$ cat config.mk
export PLATFORM = sky130hd
export DESIGN_NAME = c_escape_collapse_unit
export DESIGN_NICKNAME = d
export VERILOG_FILES = /design/src/rtl/ece_pkg.sv /design/src/rtl/ece_decode.sv /design/src/rtl/ece_result_queue.sv /design/src/rtl/c_escape_collapse_unit.sv
export SDC_FILE = /design/constraint.sdc
export NUM_CORES = 1
export LEC_CHECK = 0
export BUFFER_PORTS_ARGS = -buffer_cell sky130_fd_sc_hd__buf_4
export CELL_PAD_IN_SITES_DETAIL_PLACEMENT = 0
export CELL_PAD_IN_SITES_GLOBAL_PLACEMENT = 1
export CORE_MARGIN = 2
export CORE_UTILIZATION = 45
export CTS_CLUSTER_DIAMETER = 60
export CTS_CLUSTER_SIZE = 30
export DETAILED_ROUTE_END_ITERATION = 16
export PLACE_DENSITY = 0.85
export SKIP_CTS_REPAIR_TIMING = 1
export SLEW_MARGIN = 20
export SYNTH_ARGS = -nofsm -noshare
export SYNTH_HDL_FRONTEND = slang
export SYNTH_SLANG_ARGS = --single-unit
$ cat constraint.sdc
create_clock -name clk -period 8.6 [get_ports clk]
set_input_delay 0 -clock clk [delete_from_list [all_inputs] [get_ports clk]]
set_output_delay 0 -clock clk [all_outputs]
set_load 0.05 [all_outputs]
$ cat src/rtl/ece_pkg.sv
// ----------------------------------------------------------------------------
// ece_pkg: shared types and constants for the C escape collapse unit
// Transaction payloads, the per-transaction push bundle and character codes.
// ----------------------------------------------------------------------------
package ece_pkg;

  // Input transaction payload
  typedef struct packed {
    logic [7:0] in_byte;
    logic       is_last;
  } ece_in_t;

  // Result transaction payload
  typedef struct packed {
    logic        kind;
    logic [7:0]  out_byte;
    logic [15:0] out_length;
    logic        run_last;
  } ece_out_t;

  // Results produced by one input transaction, handed to the result queue
  typedef struct packed {
    logic [1:0]         count;
    ece_out_t [2:0]     item;
  } ece_push_t;

  // Result kinds
  localparam logic KIND_DATA = 1'b0;
  localparam logic KIND_END  = 1'b1;

  // Reset value of the bell register (ASCII BEL)
  localparam logic [7:0] BELL_RESET = 8'h07;

  // Character codes
  localparam logic [7:0] CH_BACKSLASH = 8'h5C;
  localparam logic [7:0] CH_NEWLINE   = 8'h0A;
  localparam logic [7:0] CH_A         = 8'h61;
  localparam logic [7:0] CH_B         = 8'h62;
  localparam logic [7:0] CH_F         = 8'h66;
  localparam logic [7:0] CH_N         = 8'h6E;
  localparam logic [7:0] CH_R         = 8'h72;
  localparam logic [7:0] CH_T         = 8'h74;
  localparam logic [7:0] CH_V         = 8'h76;
  localparam logic [7:0] CH_X         = 8'h78;

  // Control codes produced by the simple escapes
  localparam logic [7:0] CODE_BS   = 8'h08;
  localparam logic [7:0] CODE_FF   = 8'h0C;
  localparam logic [7:0] CODE_LF   = 8'h0A;
  localparam logic [7:0] CODE_CR   = 8'h0D;
  localparam logic [7:0] CODE_TAB  = 8'h09;
  localparam logic [7:0] CODE_VTAB = 8'h0B;

  // Digit limits for pending numbers
  localparam logic [1:0] HEX_DIGITS = 2'd2;
  localparam logic [1:0] OCT_DIGITS = 2'd3;

endpackage

$ cat src/rtl/ece_decode.sv
// ----------------------------------------------------------------------------
// ece_decode: escape decoder with parse state
// Holds the escape state and length counter, and forms the up to three
// results that one input transaction causes.
// ----------------------------------------------------------------------------
module ece_decode #(
  parameter int COUNT_WIDTH = 16
) (
  input  logic              clk,
  input  logic              rst,
  input  logic              take,
  input  ece_pkg::ece_in_t  in_item,
  input  logic [7:0]        bell_code,
  output ece_pkg::ece_push_t push
);
  import ece_pkg::*;

  typedef enum logic [1:0] {
    MODE_PLAIN,
    MODE_ESC,
    MODE_HEX,
    MODE_OCT
  } mode_t;

  localparam logic [COUNT_WIDTH-1:0] COUNT_CAP = {COUNT_WIDTH{1'b1}};

  mode_t                  mode;
  logic [1:0]             digit_count;
  logic [7:0]             number_accum;
  logic [COUNT_WIDTH-1:0] produced_count;

  mode_t                  mode_next;
  logic [1:0]             digit_count_next;
  logic [7:0]             number_accum_next;
  logic [COUNT_WIDTH-1:0] produced_count_next;

  logic [7:0]             c;
  logic                   last;
  logic                   is_hex_mode;
  logic                   hex_ok;
  logic [3:0]             hex_val;
  logic                   oct_ok;
  logic                   digit_ok;
  logic [1:0]             dc_inc;
  logic                   plain;
  logic [1:0]             nd;
  logic [7:0]             dat [2];
  logic [1:0]             total;
  logic [COUNT_WIDTH+1:0] count_sum;
  logic [COUNT_WIDTH-1:0] count_sat;
  logic [31:0]            len_wide;
  logic [15:0]            len_out;

  assign c    = in_item.in_byte;
  assign last = in_item.is_last;

  // Digit classification
  always_comb begin
    hex_ok  = 1'b0;
    hex_val = c[3:0];
    if (c >= 8'h30 && c <= 8'h39) begin
      hex_ok = 1'b1;
    end else if ((c >= 8'h61 && c <= 8'h66) || (c >= 8'h41 && c <= 8'h46)) begin
      hex_ok  = 1'b1;
      hex_val = c[3:0] + 4'd9;
    end
  end

  assign oct_ok      = (c >= 8'h30) && (c <= 8'h37);
  assign is_hex_mode = (mode == MODE_HEX);
  assign digit_ok    = is_hex_mode ? hex_ok : oct_ok;
  assign dc_inc      = digit_count + 2'd1;

  // Escape parsing: next state and data bytes in emit order
  always_comb begin
    mode_next         = mode;
    digit_count_next  = digit_count;
    number_accum_next = number_accum;
    nd                = 2'd0;
    dat[0]            = 8'h00;
    dat[1]            = 8'h00;
    plain             = 1'b0;

    case (mode)
      MODE_PLAIN: begin
        plain = 1'b1;
      end
      MODE_ESC: begin
        mode_next = MODE_PLAIN;
        case (c)
          CH_NEWLINE: ;
          CH_A: begin dat[0] = bell_code; nd = 2'd1; end
          CH_B: begin dat[0] = CODE_BS;   nd = 2'd1; end
          CH_F: begin dat[0] = CODE_FF;   nd = 2'd1; end
          CH_N: begin dat[0] = CODE_LF;   nd = 2'd1; end
          CH_R: begin dat[0] = CODE_CR;   nd = 2'd1; end
          CH_T: begin dat[0] = CODE_TAB;  nd = 2'd1; end
          CH_V: begin dat[0] = CODE_VTAB; nd = 2'd1; end
          CH_X: begin
            mode_next         = MODE_HEX;
            digit_count_next  = 2'd0;
            number_accum_next = 8'h00;
          end
          default: begin
            if (oct_ok) begin
              mode_next         = MODE_OCT;
              digit_count_next  = 2'd1;
              number_accum_next = {5'b0, c[2:0]};
            end else begin
              dat[0] = c;
              nd     = 2'd1;
            end
          end
        endcase
      end
      default: begin
        // Hex or octal number pending
        if (digit_ok) begin
          number_accum_next = is_hex_mode ? {number_accum[3:0], hex_val}
                                          : {number_accum[4:0], c[2:0]};
          digit_count_next  = dc_inc;
          if (dc_inc == (is_hex_mode ? HEX_DIGITS : OCT_DIGITS)) begin
            mode_next        = MODE_PLAIN;
            digit_count_next = 2'd0;
            dat[0]           = number_accum_next;
            nd               = 2'd1;
          end
        end else begin
          // Non-digit flushes the number, then counts as plain text
          mode_next        = MODE_PLAIN;
          digit_count_next = 2'd0;
          dat[0]           = number_accum;
          nd               = 2'd1;
          plain            = 1'b1;
        end
      end
    endcase

    if (plain) begin
      if (c == CH_BACKSLASH) begin
        mode_next = MODE_ESC;
      end else begin
        dat[nd[0]] = c;
        nd         = nd + 2'd1;
      end
    end

    // End of string: flush a pending number, drop a lone backslash
    if (last) begin
      if (mode_next == MODE_HEX || mode_next == MODE_OCT) begin
        dat[nd[0]] = number_accum_next;
        nd         = nd + 2'd1;
      end
      mode_next         = MODE_PLAIN;
      digit_count_next  = 2'd0;
      number_accum_next = 8'h00;
    end
  end

  // Saturating length count
  assign count_sum = {2'b00, produced_count} + {{COUNT_WIDTH{1'b0}}, nd};
  assign count_sat = (count_sum > {2'b00, COUNT_CAP}) ? COUNT_CAP
                                                      : count_sum[COUNT_WIDTH-1:0];
  assign len_wide  = 32'(count_sat);
  assign len_out   = (len_wide > 32'h0000_FFFF) ? 16'hFFFF : len_wide[15:0];
  assign produced_count_next = last ? '0 : count_sat;
  assign total = nd + {1'b0, last};

  // Result slots: data bytes first, then the end summary
  always_comb begin
    push.count = take ? total : 2'd0;
    for (int i = 0; i < 3; i++) begin
      push.item[i].kind       = KIND_DATA;
      push.item[i].out_byte   = 8'h00;
      push.item[i].out_length = 16'h0000;
      if (2'(i) < nd) begin
        push.item[i].out_byte = dat[i[0]];
      end else begin
        push.item[i].kind       = KIND_END;
        push.item[i].out_length = len_out;
      end
      push.item[i].run_last = (2'(i) == total - 2'd1);
    end
  end

  // Parse state
  always_ff @(posedge clk) begin
    if (rst) begin
      mode           <= MODE_PLAIN;
      digit_count    <= 2'd0;
      number_accum   <= 8'h00;
      produced_count <= '0;
    end else if (take) begin
      mode           <= mode_next;
      digit_count    <= digit_count_next;
      number_accum   <= number_accum_next;
      produced_count <= produced_count_next;
    end
  end

endmodule

$ cat src/rtl/ece_result_queue.sv
// ----------------------------------------------------------------------------
// ece_result_queue: four-entry result queue
// Takes up to three results per cycle and delivers one per cycle while out_ready is high.
// ----------------------------------------------------------------------------
module ece_result_queue (
  input  logic               clk,
  input  logic               rst,
  input  ece_pkg::ece_push_t push,
  output logic               room,
  output logic               out_valid,
  input  logic               out_ready,
  output ece_pkg::ece_out_t  out_data
);
  import ece_pkg::*;

  ece_out_t   entries [4];
  logic [1:0] wr_ptr;
  logic [1:0] rd_ptr;
  logic [2:0] count;
  logic       pop;

  assign out_valid = (count != 3'd0);
  assign pop       = out_valid && out_ready;
  // Room for a full three-result transaction
  assign room      = (count <= 3'd1);
  assign out_data  = entries[rd_ptr];

  // Entry storage
  always_ff @(posedge clk) begin
    for (int i = 0; i < 3; i++) begin
      if (2'(i) < push.count) begin
        entries[wr_ptr + 2'(i)] <= push.item[i];
      end
    end
  end

  // Pointers and occupancy
  always_ff @(posedge clk) begin
    if (rst) begin
      wr_ptr <= 2'd0;
      rd_ptr <= 2'd0;
      count  <= 3'd0;
    end else begin
      wr_ptr <= wr_ptr + push.count;
      rd_ptr <= rd_ptr + {1'b0, pop};
      count  <= count + {1'b0, push.count} - {2'b00, pop};
    end
  end

endmodule

$ cat src/rtl/c_escape_collapse_unit.sv
// ----------------------------------------------------------------------------
// c_escape_collapse_unit: streaming C escape sequence collapser
// Results are written into the result queue and offered from its head.
// Throughput: 1 input per cycle while in_ready is high; the four-entry result
// queue holds in_ready low while more than one result waits, so with the result
// side ready an input with two or three results holds off the next input.
// Reset: rst clears parse state, length count and queue; bell_code goes to 7.
// ----------------------------------------------------------------------------
module c_escape_collapse_unit #(
  parameter int COUNT_WIDTH = 16
) (
  input  logic              clk,
  input  logic              rst,
  input  logic              in_valid,
  output logic              in_ready,
  input  ece_pkg::ece_in_t  in_data,
  output logic              out_valid,
  input  logic              out_ready,
  output ece_pkg::ece_out_t out_data,
  input  logic              cfg_we,
  input  logic [7:0]        cfg_wdata
);
  import ece_pkg::*;

  logic [7:0] bell_reg;
  logic       take;
  ece_push_t  push;

  // Bell code register
  always_ff @(posedge clk) begin
    if (rst) begin
      bell_reg <= BELL_RESET;
    end else if (cfg_we) begin
      bell_reg <= cfg_wdata;
    end
  end

  assign take = in_valid && in_ready;

  ece_decode #(
    .COUNT_WIDTH(COUNT_WIDTH)
  ) u_decode (
    .clk      (clk),
    .rst      (rst),
    .take     (take),
    .in_item  (in_data),
    .bell_code(bell_reg),
    .push     (push)
  );

  ece_result_queue u_queue (
    .clk      (clk),
    .rst      (rst),
    .push     (push),
    .room     (in_ready),
    .out_valid(out_valid),
    .out_ready(out_ready),
    .out_data (out_data)
  );

endmodule

Word-level counts from Yosys, hierarchy flattened

Memory sizes are Yosys's and may differ from the RTL's. A register that Yosys moved wholly into a read port is not among the register bits.
Cells that the tools add are included.
W data, S select, Z words.

Add/sub/neg operators: 13
Order comparisons: 20
Eq/ne operators: 20
Mux-type cells: 72
Bitwise operators: 2
Reduce and logical (&&, ||, !) cells: 17

Operators by type and width:

| cell                   | count |
|---|---|
| $mux W16               | 10 |
| $mux W8                | 12 |
| $eq A8 B7 Y1 const B   | 9 |
| $pmux W8 S8            | 1 |
| $pmux W8 S2            | 3 |
| $bwmux W16             | 2 |
| $mux W2                | 16 |
| $pmux W2 S2            | 6 |
| $gt A18 B16 Y1 const B | 1 |
| $add A16 B2 Y17        | 1 |
| $mux W1                | 17 |
| $demux W8 S1           | 2 |
| $ge A8 B7 Y1 const B   | 2 |
| $gt A16 B16 Y1 const B | 1 |
| $le A8 B6 Y1 const B   | 2 |
| $le A8 B7 Y1 const B   | 2 |
| $add A2 B1 Y2 const B  | 4 |
| $eq A8 B4 Y1 const B   | 1 |
| $ge A8 B6 Y1 const B   | 1 |
| $logic_and A1 B1 Y1    | 8 |
| $lt A1 B2 Y1 const A   | 4 |
| $mux W4                | 2 |
| $reduce_or A8 Y1       | 1 |
| $reduce_or A7 Y1       | 1 |
| 26 further kinds       | 35 |

Flip-flop bits (word level): 43
Memory bits (writable): 104
Logic and storage cells: 153
Memories kept: 1

Memory list:

| memory          | depth | bits a word | rd ports | clocked after memory_dff | write ports | RTL line               | source |
|---|---|---|---|---|---|---|---|
| u_queue.entries | 4     | 26          | 1        | 1                        | 3           | ece_result_queue.sv:16 | `ece_out_t entries [4];` |

Logic depth before layout (Yosys ltp)

Gate-level depths: netlist of the first run.

Depth after elaboration: 20
Mapped depth: 25
Mapped depth without buffers: 22

Hierarchy

Synthesis of the first run repeated with hierarchy kept, for this count alone.

Cell total of the unflattened synthesis: 1157
Area, all modules: 10177.3 um2

By module, submodules not included:

| module                 | times used | cells an instance | area each (um2) | sequential area each (um2) |
|---|---|---|---|---|
| ece_result_queue       | 1          | 656               | 6493.7          | 3263.1 |
| ece_decode             | 1          | 474               | 3380.7          | 560.5 |
| c_escape_collapse_unit | 1          | 27                | 302.8           | 160.2 |

Worst setup path after synthesis of the first run

OpenSTA, ideal clock, no wires.

Path kind: input -> register
From: in in_data[4] (netlist bit)
To: mem u_queue.entries[0][0] (netlist bit) (enable)
Setup time: 0.449 ns
Arrival time: 5.618 ns
Required time: 8.151 ns
Slack: 2.533 ns
Cell stages on the path: 19
Path buffers: 4
Cell sequence: buf_2 -> or4b_4 -> nor3_4 -> o22ai_1 -> clkbuf_1 -> or2_2 -> a21o_1 -> ha_1 -> a21o_1 -> a31oi_1 -> a221o_1 -> buf_6 -> nand2_1 -> ha_1 -> nand2b_1 -> o211ai_1 -> buf_2 -> o21ai_0 -> a211oi_1

RTL lines:

| element            | RTL line                     | source |
|---|---|---|
| start: declaration | c_escape_collapse_unit.sv:16 | `input ece_pkg::ece_in_t in_data,` |
| end: declaration   | ece_result_queue.sv:16       |  |

==> results.json, run 1 <==
{
  "hold_path_class": "input pin to flip-flop",
  "fp.dieW_um": 139,
  "timing.rr.start": "u_decode.mode[1]",
  "slew_violations": 0,
  "path_clk_slew_ps": 60,
  "tightest_slew_ps": 1140,
  "drt_iter0_markers": 728,
  "yosys.area.top_type_share_pct": 38.3,
  "synth_edf_count": 104,
  "finClkSkew_ps": 12.9,
  "synthesis.nets": 798,
  "hold_viol": 0,
  "portBuffers": 49,
  "grt_start_max_net_pins": 45,
  "fin_setup_tns_ps": 0,
  "firstDrtPassIters": 5,
  "holdPathEnd": "u_decode.produced_count[14]",
  "fp.dieH_um": 139,
  "clock_latency_ps": 430,
  "hpwlAfterDp_mm": 14.8,
  "synth_area_um2": 8150,
  "largest_register_ffs": 104,
  "start_util_pct": 45.7,
  "synth_most_common_cell": "nor2_1",
  "area_growth_pct": 16.2,
  "max_clock_freq_ghz": 0.149,
  "fin_crit_ps": 6720,
  "fin_util_pct": 53.1,
  "power_density_nw_per_um2": 248,
  "synth-main-ff-cell": "edfxtp_1",
  "min_from": "rst",
  "hold_depth": 2,
  "dieArea_um2": 19200,
  "finalCritPeriodShare_pct": 78.1,
  "leakagePower_nw": 3.24,
  "finalSetupViolCount": 0,
  "yosysUniqueCellTypes": 87,
  "grt_pass1_wl_mm": 34.8,
  "vias_per_cell": 6.19,
  "drtAntennaViolNets": 0,
  "hold-worst-slack_ps": 3.86,
  "cp.arrival_ps": 6830,
  "rsz0062_at_grt": "false",
  "ys_async_sr_fraction_pct": 0,
  "regMostFlops": "u_queue.entries",
  "crit_fanout": 23,
  "top_regs": "u_queue.entries (104), u_decode.produced_count (16)",
  "yosys.area.top_type": "edfxtp_1",
  "coreArea_um2": 17800,
  "synth_seq_cells": 147,
  "cts_root_buf": "clkbuf_16",
  "cts_buffer_depth": 2,
  "synth_cells": 761,
  "grt_pass1_vias": 6369,
  "postSynthAreaPerCell_um2": 10.7,
  "grt_use_total_pct": 23.0,
  "finalNetCount": 845,
  "cts.sink_count": 147,
  "vias": 6489,
  "io_pins": 50,
  "wire_per_inst_um": 20.7,
  "ys_warn_count": 0,
  "cts_tree": "built",
  "drive_gt1_share_pct": 17.6,
  "ir_worst_vdd_uv": 207,
  "gr-total-overflow": 0,
  "maxSlewHeadroom_pct": 23.2,
  "rr_endpoint": "u_queue.entries[2][22]",
  "end_kind": "flip-flop",
  "outcome": "complete, no violations",
  "worstRegToRegCells": 15,
  "place_congestion": 0.946,
  "cap_violations": 0,
  "htreeDepth": 4,
  "required_ps": 8710,
  "rows": 49,
  "reg2reg_slack_ps": 1880,
  "synthTopCellsByCount": "132 x nor2_1, 104 x edfxtp_1, 45 x nand2_1, 43 x dfxtp_1, 33 x o22ai_1",
  "start_kind": "flip-flop",
  "routed_wl_mm": 21.7,
  "cts_inserted_buffers": 17,
  "path_class": "flip-flop to flip-flop",
  "n_antenna_cell": 0,
  "route.detailed.drc": 0,
  "grt_antenna_before_repair": 0,
  "synth.area.top_cells": "edfxtp_1 38%, dfxtp_1 11%, mux4_2 7.2%",
  "yosysSeqAreaShare_pct": 48.9
}
metal layers:
layer,vias to the layer above,part of all wire (%),GRT usage (%)
met3,25,7.2,4.14
met4,0,1.4,6.91
li1,2980,-,-
met5,-,0,0
met1,3176,44,32.7
met2,308,48,36.2
logic make-up after synthesis:
family | share of synthesized area [%]
simple gates | 18.8
buf+inv | 3.64
flops | 48.9
compound gates | 14.9
xor+xnor | 2.04
fa+ha+maj | 2.61
mux | 9.16
cells in the final DEF (no fill, tap or decap), drive strengths merged, types with 7 or more instances in the layout:
master and instances:
mux4 26, nor2 134, nor4 8, a22oi 9
nand3b 7, a21oi 22, buf 60, xnor2 15
clkbuf 17, dfxtp 43, o22ai 33, inv 26
dlygate4sd3 16, mux2i 15, nand3 21, o21ai 18
a31oi 9, nand2 45, and3 11, nor2b 13
a2bb2oi 13, nand2b 10, nor3 19, ha 13
edfxtp 104
critical path: stages (launching register included):
cell      delay (ps)
dfxtp_1          810
nand2b_1         460
mux2_2           460
or2_2            330
a21o_1           190
ha_1             300
a21o_1           190
a31oi_1          140
a221o_1          500
nand2_1          160
ha_1             300
nand2b_1         190
o211ai_1         700
o21ai_0          360
nor3b_2          910
buf_4            390
through the flow:
step	area, um^2	worst slack, ps	instances	total power (W)
finish	9480	1880	1048	0.00235
global route	9480	1370	1048	0.00244
CTS	9290	1930	1031	0.00235
detailed placement	8690	1960	1001	0.00159
global placement	8690	2280	1001	0.00158
floorplan	8150	2530	761	0.00139
how the worst max path moves through the flow:
stage / startpoint / to / slack [ps] / cells past startpoint
after floorplan: in_data[4] / u_queue.entries[0][0] / 2530 / 19
after global placement: u_decode.mode[1] / u_queue.entries[2][21] / 2280 / 15
after detailed placement: u_decode.mode[1] / u_queue.entries[2][20] / 1960 / 15
after CTS: u_decode.mode[1] / u_queue.entries[2][18] / 1930 / 15
after global routing: u_decode.mode[1] / u_queue.entries[2][22] / 1370 / 15
final: u_decode.mode[1] / u_queue.entries[2][22] / 1880 / 15
area by class of cell:
cell class / instances / area, um^2
Clock inverter: 13 / 174
Multi-Input combinational cell: 544 / 3900
Fill cell: 1553 / 8360
Tap cell: 229 / 287
Timing Repair Buffer: 76 / 623
Sequential cell: 147 / 3990
Clock buffer: 17 / 425
Inverter: 22 / 82.6
power by group:
part | switching (W) | total (W) | internal (W) | leakage (nW)
sequential | 0.0000392 | 0.000878 | 0.000839 | 1.32
clock | 0.000304 | 0.000762 | 0.000459 | 0.284
combinational | 0.000455 | 0.000707 | 0.000252 | 1.64
Power figures use the tool's default switching activity.
==> run 2: changes to the inputs <==
--- a/config.mk
+++ b/config.mk
@@ -9,11 +9,11 @@
 export CELL_PAD_IN_SITES_DETAIL_PLACEMENT = 0
 export CELL_PAD_IN_SITES_GLOBAL_PLACEMENT = 1
 export CORE_MARGIN = 2
-export CORE_UTILIZATION = 45
+export CORE_UTILIZATION = 44
 export CTS_CLUSTER_DIAMETER = 60
 export CTS_CLUSTER_SIZE = 30
 export DETAILED_ROUTE_END_ITERATION = 16
-export PLACE_DENSITY = 0.85
+export PLACE_DENSITY = 0.86
 export SKIP_CTS_REPAIR_TIMING = 1
 export SLEW_MARGIN = 20
 export SYNTH_ARGS = -nofsm -noshare
==> constraint.sdc (replaced) <==
create_clock -name clk -period 5.46 [get_ports clk]
set_input_delay 0 -clock clk [delete_from_list [all_inputs] [get_ports clk]]
set_output_delay 0 -clock clk [all_outputs]
set_load 0.05 [all_outputs]
==> run 2 against run 1 <==
Effect of this change: the run now ends with negative hold slack left; worst hold slack worse by 30 ps; cell count is 1.1% higher; global-route usage is 1.2 points lower; sequential power is 63% higher; register-to-register slack worse by 990 ps; fmax is 47% higher; combinational power is 50% higher; critical path depth is 4 higher; critical path type unchanged; final area is 0.46% higher; clock-buffer cell count stayed put.
==> results.json, run 2 (synthesized netlist as in run 1, its figures left out) <==
{
  "cp_slowest_stage_delay_ps": 430,
  "grt_pass1_wl_mm": 33.4,
  "power_density_nw_per_um2": 380,
  "worstRegToRegCells": 19,
  "drtAntennaViolNets": 0,
  "start_util_pct": 45.1,
  "fp.dieW_um": 140,
  "fin_setup_tns_ps": 0,
  "timing.rr.start": "u_decode.mode[0]",
  "cts_inserted_buffers": 17,
  "grt_start_max_net_pins": 45,
  "vias": 6464,
  "critPathTopFamily": "adder cells",
  "maxSlewHeadroom_pct": 31.2,
  "ir_worst_vdd_uv": 261,
  "drive_gt1_share_pct": 18.9,
  "rr_endpoint": "u_queue.count[2]",
  "top_regs": "u_queue.entries (104), u_decode.produced_count (16)",
  "hold-worst-slack_ps": -26.5,
  "total_power_w": 0.00362,
  "finalCritPeriodShare_pct": 83.6,
  "slew_violations": 0,
  "seq_area_um2": 3990,
  "cap_violations": 0,
  "crit_buf_inv": 1,
  "routed_wl_mm": 20.7,
  "finClkSkew_ps": 8.54,
  "crit_top_cell": "ha_1",
  "grt_use_total_pct": 21.7,
  "holdPathEnd": "bell_reg[4]",
  "finalSetupViolCount": 0,
  "route.detailed.drc": 0,
  "cts_root_buf": "clkbuf_16",
  "crit_fanout": 11,
  "start_kind": "flip-flop",
  "hold_path_class": "input pin to flip-flop",
  "grt_use_met2_pct": 33.1,
  "drt_iter0_markers": 899,
  "regMostFlops": "u_queue.entries",
  "htreeDepth": 4,
  "required_ps": 5760,
  "outcome": "finished, violations left",
  "place_congestion": 0.966,
  "firstDrtPassIters": 7,
  "crit_chain": "nand2b_1, mux2_2, or2_2, a21o_1, ha_1, a21o_1, a31oi_1, a221o_1, nand2_1, ha_1, nand2b_1, o211a_2, nor2_2, inv_2, ha_1, fa_1, xnor2_1, xnor2_1, nor2_1",
  "vias_per_cell": 6.10,
  "max_clock_freq_ghz": 0.219,
  "violations": "negative hold slack",
  "cts_buffer_depth": 2,
  "multi_input_area_um2": 3910,
  "wire_per_inst_um": 19.5,
  "cts_tree": "built",
  "path_clk_slew_ps": 60,
  "hold_depth": 3,
  "largest_register_ffs": 104,
  "n_antenna_cell": 0,
  "portBuffers": 49,
  "hpwlAfterDp_mm": 13.9,
  "met1_usage_pct": 31.7,
  "clock_latency_ps": 430,
  "coreArea_um2": 18100,
  "tightest_slew_ps": 1030,
  "layout_commonest_cell": "nor2_1",
  "rows": 49,
  "grt_pass1_vias": 6103,
  "hold_viol": 2,
  "n_fill_cell": 1589,
  "fin_crit_ps": 4560,
  "gr-total-overflow": 0,
  "fp.dieH_um": 140,
  "cp.arrival_ps": 4870,
  "end_kind": "flip-flop",
  "cpMaxStageDelayCell": "fa_1",
  "busiest_layer": "met2",
  "reg2reg_slack_ps": 900,
  "finalNetCount": 855,
  "rsz0062_at_grt": "false",
  "dieArea_um2": 19600,
  "leakagePower_nw": 3.28,
  "cts.sink_count": 147,
  "grt_util_met3_pct": 3.76,
  "layout_common_cells": "131 x nor2_1, 104 x edfxtp_1, 71 x buf_4",
  "min_from": "cfg_we",
  "area_growth_pct": 16.8,
  "path_class": "flip-flop to flip-flop",
  "io_pins": 50,
  "grt_antenna_before_repair": 0
}
[run 2: power breakdown]
group          internal (W)  switching (W)
Sequential          0.00132       0.000109
Clock              0.000639       0.000495
Combinational      0.000387       0.000672
[run 2: metal layers]
layer  part of all wire [%]  vias up
met2                     46      318
li1                       -     2991
met5                      0        -
met1                     45     3109
met4                    2.1        0
met3                    7.2       46
[run 2: final cells by class]
type	count	share of cell area, %
clock buffers	17	4.47
clock inverters	15	1.58
inverters	22	0.867
multi-input cells	544	41.0
flip-flops and latches	147	41.9
well taps	229	3.01
repair buffers	86	7.17
[run 2: worst max-delay path by stage]
stage | from | to | slack [ps] | cells past startpoint
2_1_floorplan | in_data[4] | u_queue.entries[1][0] | 160 | 19
3_3_place_gp | in_data[4] | u_queue.count[2] | 700 | 21
3_5_place_dp | in_data[4] | u_queue.count[2] | 630 | 21
4_1_cts | u_decode.mode[0] | u_queue.count[2] | 920 | 19
5_1_grt | u_decode.mode[0] | u_queue.count[2] | 600 | 19
6_report | u_decode.mode[0] | u_queue.count[2] | 900 | 19
[run 2: worst register-to-register path, delay by kind of cell, from the launching register on]
kind | cells | cell delay (ps)
mux | 1 | 420
xor+xnor | 2 | 320
fa+ha+maj | 4 | 1300
compound gates | 5 | 990
simple gates | 6 | 1000
buf+inv | 1 | 90
flops | 1 | 320
[run 2: through the flow]
step                      utilization [%]  area [um^2]  setup slack (ps)  cells
after floorplan                         -         8160               157    761
after global placement               48.6         8790               695   1013
after detailed placement             48.6         8790               632   1013
after CTS                            51.8         9370               918   1045
after global routing                 52.7         9520               597   1060
final                                52.7         9520               896   1060
==> run 3: changes to the inputs <==
--- a/config.mk
+++ b/config.mk
@@ -5,11 +5,12 @@
 export SDC_FILE = /design/constraint.sdc
 export NUM_CORES = 1
 export LEC_CHECK = 0
+export ABC_AREA = 1
 export BUFFER_PORTS_ARGS = -buffer_cell sky130_fd_sc_hd__buf_4
 export CELL_PAD_IN_SITES_DETAIL_PLACEMENT = 0
 export CELL_PAD_IN_SITES_GLOBAL_PLACEMENT = 1
 export CORE_MARGIN = 2
-export CORE_UTILIZATION = 44
+export CORE_UTILIZATION = 41
 export CTS_CLUSTER_DIAMETER = 60
 export CTS_CLUSTER_SIZE = 30
 export DETAILED_ROUTE_END_ITERATION = 16
==> constraint.sdc (replaced) <==
create_clock -name clk -period 3.9 [get_ports clk]
set_input_delay 0 -clock clk [delete_from_list [all_inputs] [get_ports clk]]
set_output_delay 0 -clock clk [all_outputs]
set_load 0.05 [all_outputs]
==> run 3 against run 2 <==
Effect of this change: worst hold slack gained 91 ps; power grew 55%; sequential power grew 34%; setup slack lost 650 ps; the run now ends clean; core utilization shrank 2.4 points; register-to-register slack lost 650 ps; synthesized cell count grew 54%; sequential share of layout area shrank 4.1 points; highest routed layer unchanged; sequential cell count is the same; critical path type unchanged.
==> results.json, run 3 <==
{
  "synth-main-ff-cell": "edfxtp_1",
  "hold_path_class": "input pin to flip-flop",
  "portBuffers": 49,
  "yosys.area.top_type_share_pct": 35.5,
  "drive_gt1_share_pct": 16.0,
  "start_kind": "flip-flop",
  "ir_worst_vdd_uv": 586,
  "hold_depth": 5,
  "drt_iter0_markers": 749,
  "layout_common_cells": "326 x nand2_1, 146 x nor2_1, 104 x inv_1, 104 x edfxtp_1, 93 x buf_4",
  "grt_antenna_before_repair": 0,
  "synthesis.nets": 1208,
  "clock_latency_ps": 440,
  "coreArea_um2": 21000,
  "min_from": "out_ready",
  "firstDrtPassIters": 5,
  "placed_cell_area_um2": 9700,
  "vias": 8262,
  "synth_most_common_cell": "nand2_1",
  "fin_crit_ps": 3660,
  "cts_tree": "built",
  "path_class": "flip-flop to flip-flop",
  "grt_pass1_wl_mm": 40.8,
  "fp.dieH_um": 151,
  "maxSlewHeadroom_pct": 32.9,
  "start_util_pct": 41.9,
  "htreeDepth": 4,
  "required_ps": 4180,
  "cap_violations": 0,
  "gr-total-overflow": 0,
  "finalNetCount": 1293,
  "leakagePower_nw": 4.50,
  "postSynthAreaPerCell_um2": 7.52,
  "fp.dieW_um": 151,
  "timing.rr.start": "u_decode.digit_count[0]",
  "ys_async_sr_fraction_pct": 0,
  "final.setup.worst_slack_ps": 244,
  "worstRegToRegCells": 24,
  "vias_per_cell": 5.35,
  "max_clock_freq_ghz": 0.274,
  "design_area_um2": 10600,
  "top_regs": "u_queue.entries (104), u_decode.produced_count (16)",
  "fin_util_pct": 50.3,
  "rows": 53,
  "rr_endpoint": "u_queue.entries[2][16]",
  "yosysUniqueCellTypes": 43,
  "cts_inserted_buffers": 17,
  "route.detailed.drc": 0,
  "cts_root_buf": "clkbuf_16",
  "pre_cts_ws_ps": 53.6,
  "crit_fanout": 7,
  "synthTopCellsByCount": "330 x nand2_1, 147 x nor2_1, 107 x inv_1, 104 x edfxtp_1, 78 x a21oi_1",
  "hold_viol": 0,
  "reg2reg_slack_ps": 240,
  "path_clk_slew_ps": 70,
  "tightest_slew_ps": 1010,
  "hpwlAfterDp_mm": 16.9,
  "grt_start_max_net_pins": 54,
  "synth_seq_cells": 147,
  "fin_setup_tns_ps": 0,
  "holdPathEnd": "u_queue.rd_ptr[0]",
  "place_congestion": 0.974,
  "io_pins": 50,
  "finalCritPeriodShare_pct": 93.7,
  "routed_wl_mm": 25.2,
  "slew_violations": 0,
  "regMostFlops": "u_queue.entries",
  "n_antenna_cell": 0,
  "largest_register_ffs": 104,
  "cts.sink_count": 147,
  "finalSetupViolCount": 0,
  "cp.arrival_ps": 3940,
  "end_kind": "flip-flop",
  "dieArea_um2": 22700,
  "layout_commonest_cell": "nand2_1",
  "area_growth_pct": 20.1,
  "finClkSkew_ps": 11.1,
  "wire_per_inst_um": 16.3,
  "synth_area_um2": 8800,
  "drtAntennaViolNets": 0,
  "power_density_nw_per_um2": 532,
  "synth.area.top_cells": "edfxtp_1 35%, nand2_1 14%, dfxtp_1 9.8%",
  "n_fill_cell": 2009,
  "grt_use_total_pct": 23.0,
  "yosys.area.top_type": "edfxtp_1",
  "synth_edf_count": 104,
  "cts_buffer_depth": 2,
  "synth_cells": 1171,
  "ys_warn_count": 0,
  "outcome": "complete, no violations",
  "yosysSeqAreaShare_pct": 45.3,
  "grt_pass1_vias": 7694
}
[run 3: cell types whose count changed in the layout (fill, tap and decap cells not counted), moves of 13 or more]
cell | previous run | this run
a21oi_1 | 19 | 76
nand2_1 | 45 | 326
nor3_1 | 17 | 4
mux2i_1 | 15 | 0
nor2_1 | 131 | 146
mux4_2 | 26 | 0
nand3_1 | 21 | 66
buf_4 | 71 | 93
nand4_1 | 4 | 24
o21ai_0 | 16 | 77
inv_1 | 20 | 104
nor2b_1 | 13 | 0
[run 3: cell families (layout without fill, tap and decap cells)]
logic type                 count (synthesis)  count (layout)  share of synthesized area [%]
and+or+nand+nor                          622             622                           30.6
xor gates and xnor gates                  17              17                           1.69
adders and majority gates                 15              15                           2.30
AOI/OAI and AO/OA                        200             200                           12.3
DFF                                      147             147                           45.3
buffers and inverters                    170             268                           7.92
[run 3: how the worst max path moves through the flow]
stage,start,endpoint,slack [ps],depth (start not counted)
2_1_floorplan,u_decode.mode[0],u_queue.entries[2][10],10,26
3_5_place_dp,in_data[1],u_queue.entries[2][16],50,27
4_1_cts,u_decode.mode[0],u_queue.entries[2][16],40,26
5_1_grt,u_decode.digit_count[0],u_queue.entries[2][2],-50,24
3_3_place_gp,in_data[1],u_queue.entries[2][11],180,27
6_report,u_decode.digit_count[0],u_queue.entries[2][16],240,24
[run 3: metrics by stage]
| stage | power (W) | hold slack (ps) | std cells |
|---|---|---|---|
| 6_report | 0.00562 | 64.3 | 1544 |
| 5_1_grt | 0.00588 | 113 | 1544 |
| 4_1_cts | 0.00564 | -241 | 1524 |
| 3_5_place_dp | 0.00396 | 214 | 1492 |
| 3_3_place_gp | 0.00394 | 206 | 1492 |
| 2_1_floorplan | 0.00331 | 122 | 1171 |
[run 3: area by class of cell]
cell class	count	area, um^2	area share, %
multi-input combinational	854	4200	39.7
sequential	147	3990	37.7
clock buffer	17	425	4.03
timing repair buffer	117	981	9.28
clock inverter	15	189	1.79
tap	275	344	3.26
inverter	119	448	4.24
[run 3: critical path: stages, from the launching register on]
cell	delay (ps)
dfxtp_1	380
inv_1	100
nand2_1	70
nand2_1	100
a21oi_2	170
nand3_2	120
nand2_2	100
inv_1	60
ha_1	280
o21ai_2	80
nand2_2	70
ha_1	160
inv_1	60
fa_2	400
nor2_2	120
nand2_2	90
nor4_4	230
and3_4	230
nand2_2	70
inv_2	60
nand3_2	80
buf_6	160
nand3_1	110
inv_2	70
a21oi_1	130
[run 3: metal layers]
layer	share of wire [%]	up-vias	wire [um]	global-route usage, %
li1	-	4047	-	-
met1	45	3883	11300	31.7
met2	47	292	11900	37.5
met3	6.3	40	1590	3.36
met4	1.8	0	450	7.08
met5	0	-	0	0
[run 3: power breakdown]
part	internal (W)	switching [W]	leakage, nW
Clock	0.000921	0.000766	0.296
Sequential	0.00187	0.0000460	1.38
Combinational	0.000558	0.00146	2.83
Total	0.00335	0.00227	4.50
